===== src/rtl/n2a_pkg.sv =====
package n2a_pkg;

    // Default fixed-point format: Q12 with five fraction digits.
    localparam int FRACTION_BITS_DEF   = 12;
    localparam int FRACTION_DIGITS_DEF = 5;

    // Longest text that is emitted for one value.
    localparam int MAX_RESULTS = 13;

    // Decimal digits of a 32-bit magnitude, and the counter that walks them.
    localparam int DIGIT_DEPTH = 10;
    localparam int CNT_W       = 4;

    // Reciprocal of ten for the constant divider: q = (a * RECIP) >> 35.
    localparam logic [31:0] DIV10_RECIP = 32'hCCCC_CCCD;
    localparam int          DIV10_SHIFT = 35;

    // Format selector codes.
    localparam logic [1:0] MODE_SDEC  = 2'd0;
    localparam logic [1:0] MODE_UDEC  = 2'd1;
    localparam logic [1:0] MODE_HEX   = 2'd2;
    localparam logic [1:0] MODE_FIXED = 2'd3;

    // Hex digit count codes; the spare code is read as eight digits.
    localparam logic [1:0] HW_TWO   = 2'd0;
    localparam logic [1:0] HW_FOUR  = 2'd1;
    localparam logic [1:0] HW_EIGHT = 2'd2;
    localparam logic [1:0] HW_SPARE = 2'd3;

    // Punctuation characters.
    localparam logic [7:0] CH_MINUS = 8'h2D;
    localparam logic [7:0] CH_PLUS  = 8'h2B;
    localparam logic [7:0] CH_POINT = 8'h2E;

    // Digit characters, first character in the top byte.
    localparam logic [127:0] DIGIT_CHARS = "0123456789ABCDEF";

    // Sequencer phases.
    typedef enum logic [2:0] {
        PH_IDLE,
        PH_SIGN,
        PH_DIV,
        PH_INT,
        PH_POINT,
        PH_FRAC,
        PH_HEX
    } phase_t;

    // Operations of the shared digit unit.
    typedef enum logic [1:0] {
        UOP_DIV10,
        UOP_MUL10,
        UOP_SHL4
    } unit_op_t;

    // One character request from the sequencer to the output stage.
    typedef struct packed {
        logic       valid;
        logic [7:0] code;
        logic       last;
    } char_req_t;

    // ASCII character of one digit.
    function automatic logic [7:0] hex_char(input logic [3:0] digit);
        logic [6:0] base;
        base = 7'(7'd120 - {digit, 3'b000});
        return DIGIT_CHARS[base +: 8];
    endfunction

endpackage


===== src/rtl/n2a_out_reg.sv =====
// Output register: holds one character until the sink takes it.
module n2a_out_reg (
    input  logic               clk,
    input  logic               rst_n,
    input  n2a_pkg::char_req_t req,
    output logic               room,
    output logic               m_tvalid,
    input  logic               m_tready,
    output logic [7:0]         m_tdata,   // char_out[7:0]
    output logic               m_tlast
);

    logic       valid_reg;
    logic       valid_next;
    logic [7:0] code_reg;
    logic       last_reg;

    // The stage can load whenever it is empty or being emptied.
    assign room = !valid_reg || m_tready;

    always_comb
    begin
        if (req.valid)
        begin
            valid_next = 1'b1;
        end
        else if (m_tready)
        begin
            valid_next = 1'b0;
        end
        else
        begin
            valid_next = valid_reg;
        end
    end

    always_ff @(posedge clk or negedge rst_n)
    begin
        if (!rst_n)
        begin
            valid_reg <= 1'b0;
        end
        else
        begin
            valid_reg <= valid_next;
        end
    end

    // Character payload, loaded with each request.
    always_ff @(posedge clk)
    begin
        if (req.valid)
        begin
            code_reg <= req.code;
            last_reg <= req.last;
        end
    end

    assign m_tvalid = valid_reg;
    assign m_tdata  = code_reg;
    assign m_tlast  = last_reg;

endmodule


===== config.mk =====
export PLATFORM = sky130hd
export DESIGN_NAME = n2a_out_reg
export DESIGN_NICKNAME = d
export VERILOG_FILES = /design/src/rtl/n2a_pkg.sv /design/src/rtl/n2a_out_reg.sv
export SDC_FILE = /design/constraint.sdc
export NUM_CORES = 1
export LEC_CHECK = 0
export ABC_AREA = 1
export BUFFER_PORTS_ARGS = -buffer_cell sky130_fd_sc_hd__buf_2
export CORE_AREA = 3 3 40 42
export CTS_CLUSTER_DIAMETER = 80
export DETAILED_ROUTE_END_ITERATION = 10
export DIE_AREA = 0 0 43 45
export GPL_ROUTABILITY_DRIVEN = 0
export REMOVE_ABC_BUFFERS = 1
export SLEW_MARGIN = 20
export SYNTH_ARGS = -nofsm -noshare
export SYNTH_HDL_FRONTEND = slang
export SYNTH_SLANG_ARGS = --single-unit

===== constraint.sdc =====
create_clock -name clk -period 1 [get_ports clk]
set_input_delay 0.05 -clock clk [delete_from_list [all_inputs] [get_ports clk]]
set_output_delay 0.05 -clock clk [all_outputs]
set_load 0.005 [all_outputs]

* Word-level counts from Yosys, hierarchy flattened
Cells that the tools add are included.
** Cells by class
- Add/subtract/negate cells :: 0
- Multiply operators :: 0
- Div/mod/pow operators :: 0
- $lt $le $gt $ge :: 0
- Equality and inequality tests :: 0
- Shifts and indexed selects :: 0
- Mux-type cells :: 2
- Bitwise logic cells :: 0
- Reduce and logical (&&, ||, !) cells :: 3
** Operators with widths (count)
- two-way mux 1 bit :: 2
- nonzero test 2 bit :: 1
- logical NOT 1 bit :: 1
- logical OR 1 bit :: 1
** Storage, ports and cells
- Register bits after elaboration :: 10
- Latch bits :: 0
- Memory bits (writable) :: 0
- ROM bits :: 0
- Input bits :: 13
- Output and inout bits :: 11
- Word-level logic and storage cells :: 8
- Memories kept :: 0

* Logic depth before layout (Yosys ltp)
Gate-level depths: netlist of the first run.
- Word-level depth :: 2
- Mapped depth :: 3
- Mapped depth without buffers :: 3

* Least setup slack after synthesis of the first run
Ideal clock, no wire load.
- Path kind :: register to register
- From :: reg, netlist name m_tvalid
- To :: reg valid_reg (netlist: m_tvalid)
- Library setup time :: 0.117 ns
- Arrival time :: 0.503 ns
- Required time :: 0.883 ns
- Setup slack :: 0.381 ns
- Cell stages (with the launch flop) :: 3
- Path buffers :: 0
- Clock period less this slack :: 0.619 ns
- Path through :: dfrtp_1 nand2_2 nand2_2
** RTL lines
- to (signal assigned) :: line n2a_out_reg.sv:45 : valid_reg <= valid_next;
- to (decl) :: line n2a_out_reg.sv:13 : logic valid_reg;

* Worst setup path after layout of the first run
- From :: reg valid_reg (netlist: m_tvalid)
- To :: out room
** Between the ends
- Word-level cells in the longest chain between the ends :: 2
** RTL lines
- logical NOT 1 bit :: line n2a_out_reg.sv:19 : assign room = !valid_reg || m_tready;
- logical OR 1 bit :: line n2a_out_reg.sv:19
- to (decl) :: line n2a_out_reg.sv:6 : output logic room,
No other way between the ends.

==> results of run 1 <==
through the flow:
stage	hold slack, ns	area [um^2]	setup slack (ns)
4_1_cts	0.0263	576	0.0963
2_1_floorplan	-0.246	315	0.381
3_5_place_dp	-0.172	449	0.395
6_report	0.0333	576	0.114
3_3_place_gp	-0.174	449	0.406
5_1_grt	0.0448	576	0.0558
routing by layer:
metal	global-route usage, %	part of all wire, %	up-vias
li1	-	-	123
met1	6.85	35	113
met2	12.9	51	18
met3	6.37	13	0
met4	5.42	0	0
met5	0	0	-
final timing paths:
path                       startpoint  endpoint  slack, ns  cells past startpoint
setup / recovery             m_tvalid      room       0.11                      2
hold / removal               m_tready  m_tvalid       0.03                      4
setup reg to reg             m_tvalid  m_tvalid       0.39                      2
hold reg to reg              m_tvalid  m_tvalid       0.50                      2
max in group asynchronous       rst_n  m_tvalid       0.83                      2
min in group asynchronous       rst_n  m_tvalid       0.08                      2
worst max-delay path: stages, from the launching register on:
cell and delay [ns]:
sky130_fd_sc_hd__dfrtp_1 0.39, sky130_fd_sc_hd__nand2_2 0.08, sky130_fd_sc_hd__buf_2 0.11
layout make-up:
type	instances	area share, %
repair buffers	33	37.4
flip-flops and latches	10	51.3
clock buffers	4	4.57
multi-input cells	2	2.17
well taps	15	3.26
inverters	2	1.30
logic make-up after synthesis:
kind of cell / Yosys count / share of synthesized area [%]
flip-flops: 10 / 93.6
AND/OR/NAND/NOR: 2 / 3.97
buffers and inverters: 2 / 2.38
synthesized netlist by cell type:
master                     count
sky130_fd_sc_hd__inv_1         2
sky130_fd_sc_hd__edfxtp_1      9
sky130_fd_sc_hd__nand2_2       2
sky130_fd_sc_hd__dfrtp_1       1
power groups by stage:
stage	combinational, mW	sequential [mW]	clock, mW
4_1_cts	0.105	0.499	0.297
3_5_place_dp	0.0755	0.508	0
3_3_place_gp	0.0733	0.507	0
6_report	0.104	0.499	0.286
2_1_floorplan	0.00677	0.514	0
5_1_grt	0.114	0.501	0.327
sequential cells by signal (all words and copies together), names as in the netlist:
register / flops
m_tlast: 1
m_tdata: 8
m_tvalid: 1
timing repair:
item | CTS | global route
hold buffers | 10 | 0
setup endpoints to repair | 0 | 0
hold endpoints to repair | 10 | 0
==> flow_summary.yaml, run 1 <==
die:
  height_of_the_die_um: 45
  placementRows: 13
  die_area_mm2: 0.00194
  die_w_um: 43
  initial_utilization_pct: 24.5
  core_area_mm2: 0.00128
  design.portCount: 24
critical_path:
  worst_setup_path_start_kind: "register"
  critPathRequiredTime_ns: 0.95
  timing.critical_path.arrival_ns: 0.84
  critPathKind: "register to output pin"
  critical_path_peak_fanout: 2
  setup.worst_path.end_class: "output pin"
clock_network:
  cts-buffers-inserted: 3
  cts_setup_buffers: 0
  number_of_buffers_on_the_longest_clock_path: 2
  worstSkewPairLatency_ns: 0.26
  clkSinkCount: 10
  resized_gates_after_cts: 0
  cts_max_level: 1
  clock_tree.root_cell: "sky130_fd_sc_hd__clkbuf_4"
  clk_pin_slew_worst_paths_ns: 0.06
  cts_tree: "done"
synthesis:
  synth_top_cells_by_area: "sky130_fd_sc_hd__edfxtp_1, sky130_fd_sc_hd__dfrtp_1, sky130_fd_sc_hd__nand2_2"
  netlist_instances: 14
  synthDistinctLibCells: 4
  ys_warn_count: 0
  post-synth-top-area-fraction_pct: 85.7
  ff_latch_count_synth: 10
  syn_area_per_cell_um2: 22.5
  yosys.area.top_type: "sky130_fd_sc_hd__edfxtp_1"
  synth.cell_area_um2: 315
  ys_seq_area_share_pct: 93.7
sta:
  number_of_slew_limit_violations_in_the_final_report: 0
  timing.setup.tns_ns: 0
  finalCriticalPeriod_ns: 0.886
  setup_repair_after_global_routing_missed_its_margin: "no"
  fmax_mhz: 1130
  finalSetupViolCount: 0
  slew_headroom_pct: 86.1
  fin_worst_skew_ns: 0
  layout_worst_path_cycle_share_pct: 88.6
  timing.final.hold_violations: 0
  worst-slew-pin-transition_ns: 0.209
power:
  p_switching_uw: 178
  power_uw: 889
  comb_power_share_pct: 11.7
  seq_power_share_pct: 56.1
  p_int_uw: 711
  leakage_power_summed_over_all_cells_nw: 0.262
  p_per_area_mw_per_mm2: 1540
  clock_power_share_pct: 32.2
  peakVddDrop_mv: 0.497
  switching_share_pct: 20.0
cells_and_area:
  multi_input_area_um2: 12.5
  finalNetCount: 65
  stdcell_count: 66
  areaGrowthSynthToFinish_pct: 82.5
  area_of_all_sequential_standard_cells_um2: 295
  fillCellCount: 127
  diodes: 0
  leading_cell_types_in_the_layout_fill_and_taps_excluded: "sky130_fd_sc_hd__buf_2, sky130_fd_sc_hd__dlygate4sd3_1, sky130_fd_sc_hd__edfxtp_1"
  share_of_cells_above_drive_strength_1_pct: 54.9
  utilization_pct: 44.8
  leading_cell_type_in_the_layout_fill_and_taps_excluded: "sky130_fd_sc_hd__buf_2"
global_route:
  grt_max_degree: 11
  grt_antenna_before_repair: 0
  global_route_wire_length_before_repair_mm: 1.01
  groute.usage.overall_pct: 8.05
  overflow: 0
  number_of_global_route_vias_before_repair: 248
worst_hold_path:
  min_path_type: "input pin to register"
routing:
  avgRoutedWirePerCell_um: 10.4
  detail-route-antenna-nets: 0
  via_count: 254
  routed_wl_um: 685
  drtIter0Drc: 7
  ratio_of_routed_vias_to_standard_cells: 3.85
  remaining_drc_errors: 0
  drt_pass1_iterations: 4
job:
  cap_viol_max_count: 0
run_status:
  run_status: "finished, final reports clean"
placement:
  port_buffers: 23
  number_of_cells_after_detailed_placement: 52
Note: power is estimated with default switching activity, not from simulation.
==> run 2: changes to the inputs <==
--- a/config.mk
+++ b/config.mk
@@ -12,6 +12,7 @@
 export DETAILED_ROUTE_END_ITERATION = 10
 export DIE_AREA = 0 0 43 45
 export GPL_ROUTABILITY_DRIVEN = 0
+export PLACE_DENSITY_LB_ADDON = 0.05
 export REMOVE_ABC_BUFFERS = 1
 export SLEW_MARGIN = 20
 export SYNTH_ARGS = -nofsm -noshare
==> flow_summary.yaml, run 2 (synthesis results as in run 1) <==
sta:
  fin_worst_skew_ns: 0
  hold_ws_ns: 0.0386
  finalCriticalPeriod_ns: 0.872
  worst-slew-pin-transition_ns: 0.214
  setup_repair_after_global_routing_missed_its_margin: "no"
  fmax_mhz: 1150
  layout_worst_path_cycle_share_pct: 87.2
  slew_headroom_pct: 85.7
  finalSetupViolCount: 0
  number_of_slew_limit_violations_in_the_final_report: 0
  timing.setup.tns_ns: 0
  timing.final.hold_violations: 0
job:
  cap_viol_max_count: 0
critical_path:
  timing.critical_path.arrival_ns: 0.82
  worst_setup_path_start_kind: "register"
  critical_path_peak_fanout: 2
  crit-reg2reg-capture: "m_tvalid"
  endpoint: "room"
  worst_r2r_path_depth: 2
  worst-r2r-setup-slack_ns: 0.40
  worstSetupStartpoint: "m_tvalid"
  critPathKind: "register to output pin"
  critPathRequiredTime_ns: 0.95
  setup.worst_path.end_class: "output pin"
  r2r-start: "m_tvalid"
routing:
  detail-route-antenna-nets: 0
  drtIter0Drc: 2
  avgRoutedWirePerCell_um: 9.80
  via_count: 245
  remaining_drc_errors: 0
  drt_pass1_iterations: 4
  routed_wl_um: 647
  ratio_of_routed_vias_to_standard_cells: 3.71
cells_and_area:
  stdcell_count: 66
  share_of_cells_above_drive_strength_1_pct: 54.9
  areaGrowthSynthToFinish_pct: 82.5
  largest_register_ffs: 8
  finalNetCount: 65
  area_of_all_sequential_standard_cells_um2: 295
  diodes: 0
  leading_cell_types_in_the_layout_fill_and_taps_excluded: "sky130_fd_sc_hd__buf_2, sky130_fd_sc_hd__dlygate4sd3_1, sky130_fd_sc_hd__edfxtp_1"
  fillCellCount: 124
  multi_input_area_um2: 12.5
  leading_cell_type_in_the_layout_fill_and_taps_excluded: "sky130_fd_sc_hd__buf_2"
run_status:
  run_status: "finished, final reports clean"
worst_hold_path:
  worstHoldStart: "m_tready"
  min_path_type: "input pin to register"
  min_delay_path_depth: 4
die:
  design.portCount: 24
  height_of_the_die_um: 45
  die_w_um: 43
  initial_utilization_pct: 24.5
  core_area_mm2: 0.00128
  die_area_mm2: 0.00194
  placementRows: 13
clock_network:
  clkSinkCount: 10
  clock_tree.root_cell: "sky130_fd_sc_hd__clkbuf_4"
  worstSkewPairLatency_ns: 0.25
  clk_pin_slew_worst_paths_ns: 0.06
  cts-buffers-inserted: 3
  cts_max_level: 1
  cts_tree: "done"
  resized_gates_after_cts: 0
  number_of_buffers_on_the_longest_clock_path: 2
power:
  seq_power_share_pct: 56.9
  switching_share_pct: 20.0
  clock_power_share_pct: 31.3
  leakage_power_summed_over_all_cells_nw: 0.262
  p_per_area_mw_per_mm2: 1520
  comb_power_share_pct: 11.7
  p_int_uw: 700
  p_switching_uw: 175
  peakVddDrop_mv: 0.793
global_route:
  grt.met1_usage_pct: 6.03
  grt_most_used_layer: "met2"
  grt_antenna_before_repair: 0
  gr-usage-met3_pct: 3.98
  overflow: 0
  number_of_global_route_vias_before_repair: 269
  global_route_wire_length_before_repair_mm: 1.01
  use_met2_pct: 14.4
  grt_max_degree: 11
  groute.usage.overall_pct: 7.69
placement:
  number_of_cells_after_detailed_placement: 52
  port_buffers: 23
[run 2: cell types whose count changed in the layout (fill, tap and decap cells not counted), sizes merged]
cell    delta
clkinv     +1
clkbuf     -1
[run 2: per-layer routing]
metal  share of wire, %  vias up
met5                  0        -
met4                  0        0
met3                8.3        0
met2                 57       13
met1                 35      108
li1                   -      124
[run 2: power by group through the flow]
| stage | clock network [mW] | registers, mW | logic [mW] |
|---|---|---|---|
| floorplan | 0 | 0.514 | 0.00677 |
| global placement | 0 | 0.507 | 0.0735 |
| detailed placement | 0 | 0.508 | 0.0764 |
| CTS | 0.291 | 0.499 | 0.106 |
| global route | 0.309 | 0.502 | 0.114 |
| finish | 0.274 | 0.498 | 0.103 |
[run 2: per-stage QoR]
stage	total power, mW	setup slack, ns	area [um^2]	utilization [%]
detailed placement	0.585	0.397	449	35.0
global route	0.925	0.0691	576	44.8
global placement	0.580	0.402	449	35.0
floorplan	0.521	0.381	315	-
finish	0.876	0.128	576	44.8
CTS	0.897	0.105	576	44.8
[run 2: how the worst min path moves through the flow]
stage and to:
2_1_floorplan m_tvalid, 3_3_place_gp m_tvalid, 3_5_place_dp m_tvalid, 4_1_cts m_tvalid
5_1_grt m_tvalid, 6_report m_tvalid
[run 2: cell type report]
class / instances / share of cell area, %
Sequential cell: 10 / 51.3
Timing Repair Buffer: 33 / 37.4
Clock buffer: 3 / 3.91
Tap cell: 15 / 3.26
Multi-Input combinational cell: 2 / 2.17
Inverter: 2 / 1.30
Clock inverter: 1 / 0.652
[run 2: worst max-delay path, cell delays in order (launching register included)]
cell and delay [ns]:
sky130_fd_sc_hd__dfrtp_1 0.38, sky130_fd_sc_hd__nand2_2 0.08, sky130_fd_sc_hd__buf_2 0.11
[run 2: timing repair]
| action | 4_1_cts | 5_1_grt |
|---|---|---|
| hold endpoints to repair | 10 | 0 |
| buffers inserted | 0 | 0 |
| hold buffers | 10 | 0 |
==> run 3: changes to the inputs <==
--- a/config.mk
+++ b/config.mk
@@ -5,13 +5,14 @@
 export SDC_FILE = /design/constraint.sdc
 export NUM_CORES = 1
 export LEC_CHECK = 0
-export ABC_AREA = 1
 export BUFFER_PORTS_ARGS = -buffer_cell sky130_fd_sc_hd__buf_2
 export CORE_AREA = 3 3 40 42
 export CTS_CLUSTER_DIAMETER = 80
 export DETAILED_ROUTE_END_ITERATION = 10
 export DIE_AREA = 0 0 43 45
 export GPL_ROUTABILITY_DRIVEN = 0
+export HOLD_SLACK_MARGIN = 0.12
+export MAX_ROUTING_LAYER = met4
 export PLACE_DENSITY_LB_ADDON = 0.05
 export REMOVE_ABC_BUFFERS = 1
 export SLEW_MARGIN = 20
==> flow_summary.yaml, run 3 <==
clock_network:
  hold_buffers: 11
  clk_pin_slew_worst_paths_ns: 0.06
  cts_setup_buffers: 0
  clkSinkCount: 10
  worstSkewPairLatency_ns: 0.25
  number_of_buffers_on_the_longest_clock_path: 2
  clock_tree.root_cell: "sky130_fd_sc_hd__clkbuf_4"
  cts-buffers-inserted: 3
  cts_tree: "done"
  cts_max_level: 1
synthesis:
  synthDistinctLibCells: 4
  netlist_instances: 12
  yosys.area.top_type: "sky130_fd_sc_hd__edfxtp_1"
  post-synth-top-count-cell: "sky130_fd_sc_hd__edfxtp_1"
  post-synth-top-area-fraction_pct: 85.0
  ys_seq_area_share_pct: 92.9
  synth.cell_area_um2: 318
  ys_async_rst_share_pct: 10.0
  syn_area_per_cell_um2: 26.5
  postSynth.topFlopCell: "sky130_fd_sc_hd__edfxtp_1"
  synth_top_cells_by_area: "sky130_fd_sc_hd__edfxtp_1, sky130_fd_sc_hd__dfrtp_1, sky130_fd_sc_hd__nand2b_4"
  synth_commonest_cells: "sky130_fd_sc_hd__edfxtp_1, sky130_fd_sc_hd__dfrtp_1, sky130_fd_sc_hd__nand2b_2, sky130_fd_sc_hd__nand2b_4"
  synth_edf_count: 9
  ff_latch_count_synth: 10
  ys_warn_count: 0
routing:
  detail-route-antenna-nets: 0
  routed_wl_um: 747
  via_count: 258
  remaining_drc_errors: 0
  drt_pass1_iterations: 2
  avgRoutedWirePerCell_um: 11.5
  ratio_of_routed_vias_to_standard_cells: 3.97
  drtIter0Drc: 1
sta:
  number_of_slew_limit_violations_in_the_final_report: 0
  layout_worst_path_cycle_share_pct: 89.3
  setup_ws_ns: 0.107
  timing.final.hold_violations: 0
  finalSetupViolCount: 0
  worst-slew-pin-transition_ns: 0.211
  setup_repair_after_global_routing_missed_its_margin: "no"
  timing.setup.tns_ns: 0
  finalCriticalPeriod_ns: 0.893
  fin_worst_skew_ns: 0
  slew_headroom_pct: 85.9
  fmax_mhz: 1120
global_route:
  groute.usage.overall_pct: 8.92
  grt_max_degree: 11
  grt_antenna_before_repair: 0
  global_route_wire_length_before_repair_mm: 1.15
  number_of_global_route_vias_before_repair: 266
  overflow: 0
placement:
  post_place_setup_slack_ns: 0.368
  port_buffers: 23
critical_path:
  critical_path_peak_fanout: 2
  crit_slowest_cell: "sky130_fd_sc_hd__dfrtp_1"
  crit_path_cell_trace: "nand2b_4, buf_2"
  critPathKind: "register to output pin"
  timing.critical_path.arrival_ns: 0.84
  critPathRequiredTime_ns: 0.95
  setup.worst_path.end_class: "output pin"
  worst_setup_path_start_kind: "register"
  cpLargestDelayFamily: "flip-flops"
  worst-path-buf-inv: 1
  crit_path_max_cell_delay_ns: 0.40
cells_and_area:
  diodes: 0
  leading_cell_type_in_the_layout_fill_and_taps_excluded: "sky130_fd_sc_hd__buf_2"
  leading_cell_types_in_the_layout_fill_and_taps_excluded: "sky130_fd_sc_hd__buf_2, sky130_fd_sc_hd__dlygate4sd3_1, sky130_fd_sc_hd__edfxtp_1"
  finalNetCount: 64
  areaGrowthSynthToFinish_pct: 85.0
  fillCellCount: 119
  share_of_cells_above_drive_strength_1_pct: 56.0
  largest_register_ffs: 8
die:
  core_area_mm2: 0.00128
  design.portCount: 24
  height_of_the_die_um: 45
  die_w_um: 43
  placementRows: 13
  die_area_mm2: 0.00194
  initial_utilization_pct: 24.7
worst_hold_path:
  min_path_type: "input pin to register"
power:
  peakVddDrop_mv: 0.579
  leakage_power_summed_over_all_cells_nw: 0.261
  p_per_area_mw_per_mm2: 1500
job:
  cap_viol_max_count: 0
run_status:
  run_status: "finished, final reports clean"
## run 3: cell count changes in the layout (fill, tap and decap cells not counted)
cell,delta
sky130_fd_sc_hd__dlygate4sd3_1,+1
sky130_fd_sc_hd__inv_1,-2
sky130_fd_sc_hd__nand2_2,-2
sky130_fd_sc_hd__nand2b_2,+1
sky130_fd_sc_hd__nand2b_4,+1
## run 3: worst min-delay path: cells and delay by family
kind                   cells  cell delay (ns)
and+or+nand+nor            2             0.16
buffers and inverters      1             0.08
## run 3: timing repair
action                                 CTS  global route
endpoints found under the hold margin   11             1
setup endpoints to repair                0             0
gates resized for setup                  0             0
## run 3: metal layers
layer | GRT usage [%] | wire length (um) | up-vias
met1 | 11.2 | 376 | 109
met3 | 3.59 | 116 | 2
met2 | 11.1 | 249 | 24
met4 | 7.23 | 4 | 0
li1 | - | - | 123
met5 | - | 0 | -
## run 3: area by class of cell
class                   count  area [um^2]  share of cell area (%)
well taps                  15         18.8                    3.19
clock buffers               3         22.5                    3.83
clock inverters             1         3.75                   0.638
flip-flops and latches     10          295                    50.2
multi-input cells           2         22.5                    3.83
repair buffers             34          225                    38.3
## run 3: worst paths after layout
path	from	end	slack (ns)	cells past startpoint
setup / recovery	m_tvalid	room	0.11	2
hold / removal	m_tready	m_tvalid	0.06	3
setup reg to reg	m_tvalid	m_tvalid	0.36	2
hold reg to reg	m_tvalid	m_tvalid	0.53	2
max in group asynchronous	rst_n	m_tvalid	0.25	3
min in group asynchronous	rst_n	m_tvalid	0.64	3
## run 3: kinds of logic after synthesis
kind of cell and share of synthesized area, %:
DFF 92.9, and+or+nand+nor 7.09
## run 3: power by group
| part | switching, mW | internal [mW] |
|---|---|---|
| Clock | 0.129 | 0.144 |
| Sequential | 0.00949 | 0.491 |
| Combinational | 0.0392 | 0.0713 |
## run 3: metrics by stage
stage | instances | util (%) | power (mW) | hold WS (ns) | cell area [um^2]
after floorplan | 12 | - | 0.524 | -0.246 | 318
after global placement | 50 | 35.2 | 0.588 | -0.167 | 452
after detailed placement | 50 | 35.2 | 0.590 | -0.168 | 452
after CTS | 65 | 45.8 | 0.903 | 0.0529 | 588
after global routing | 65 | 45.8 | 0.928 | 0.0703 | 588
final | 65 | 45.8 | 0.884 | 0.0621 | 588
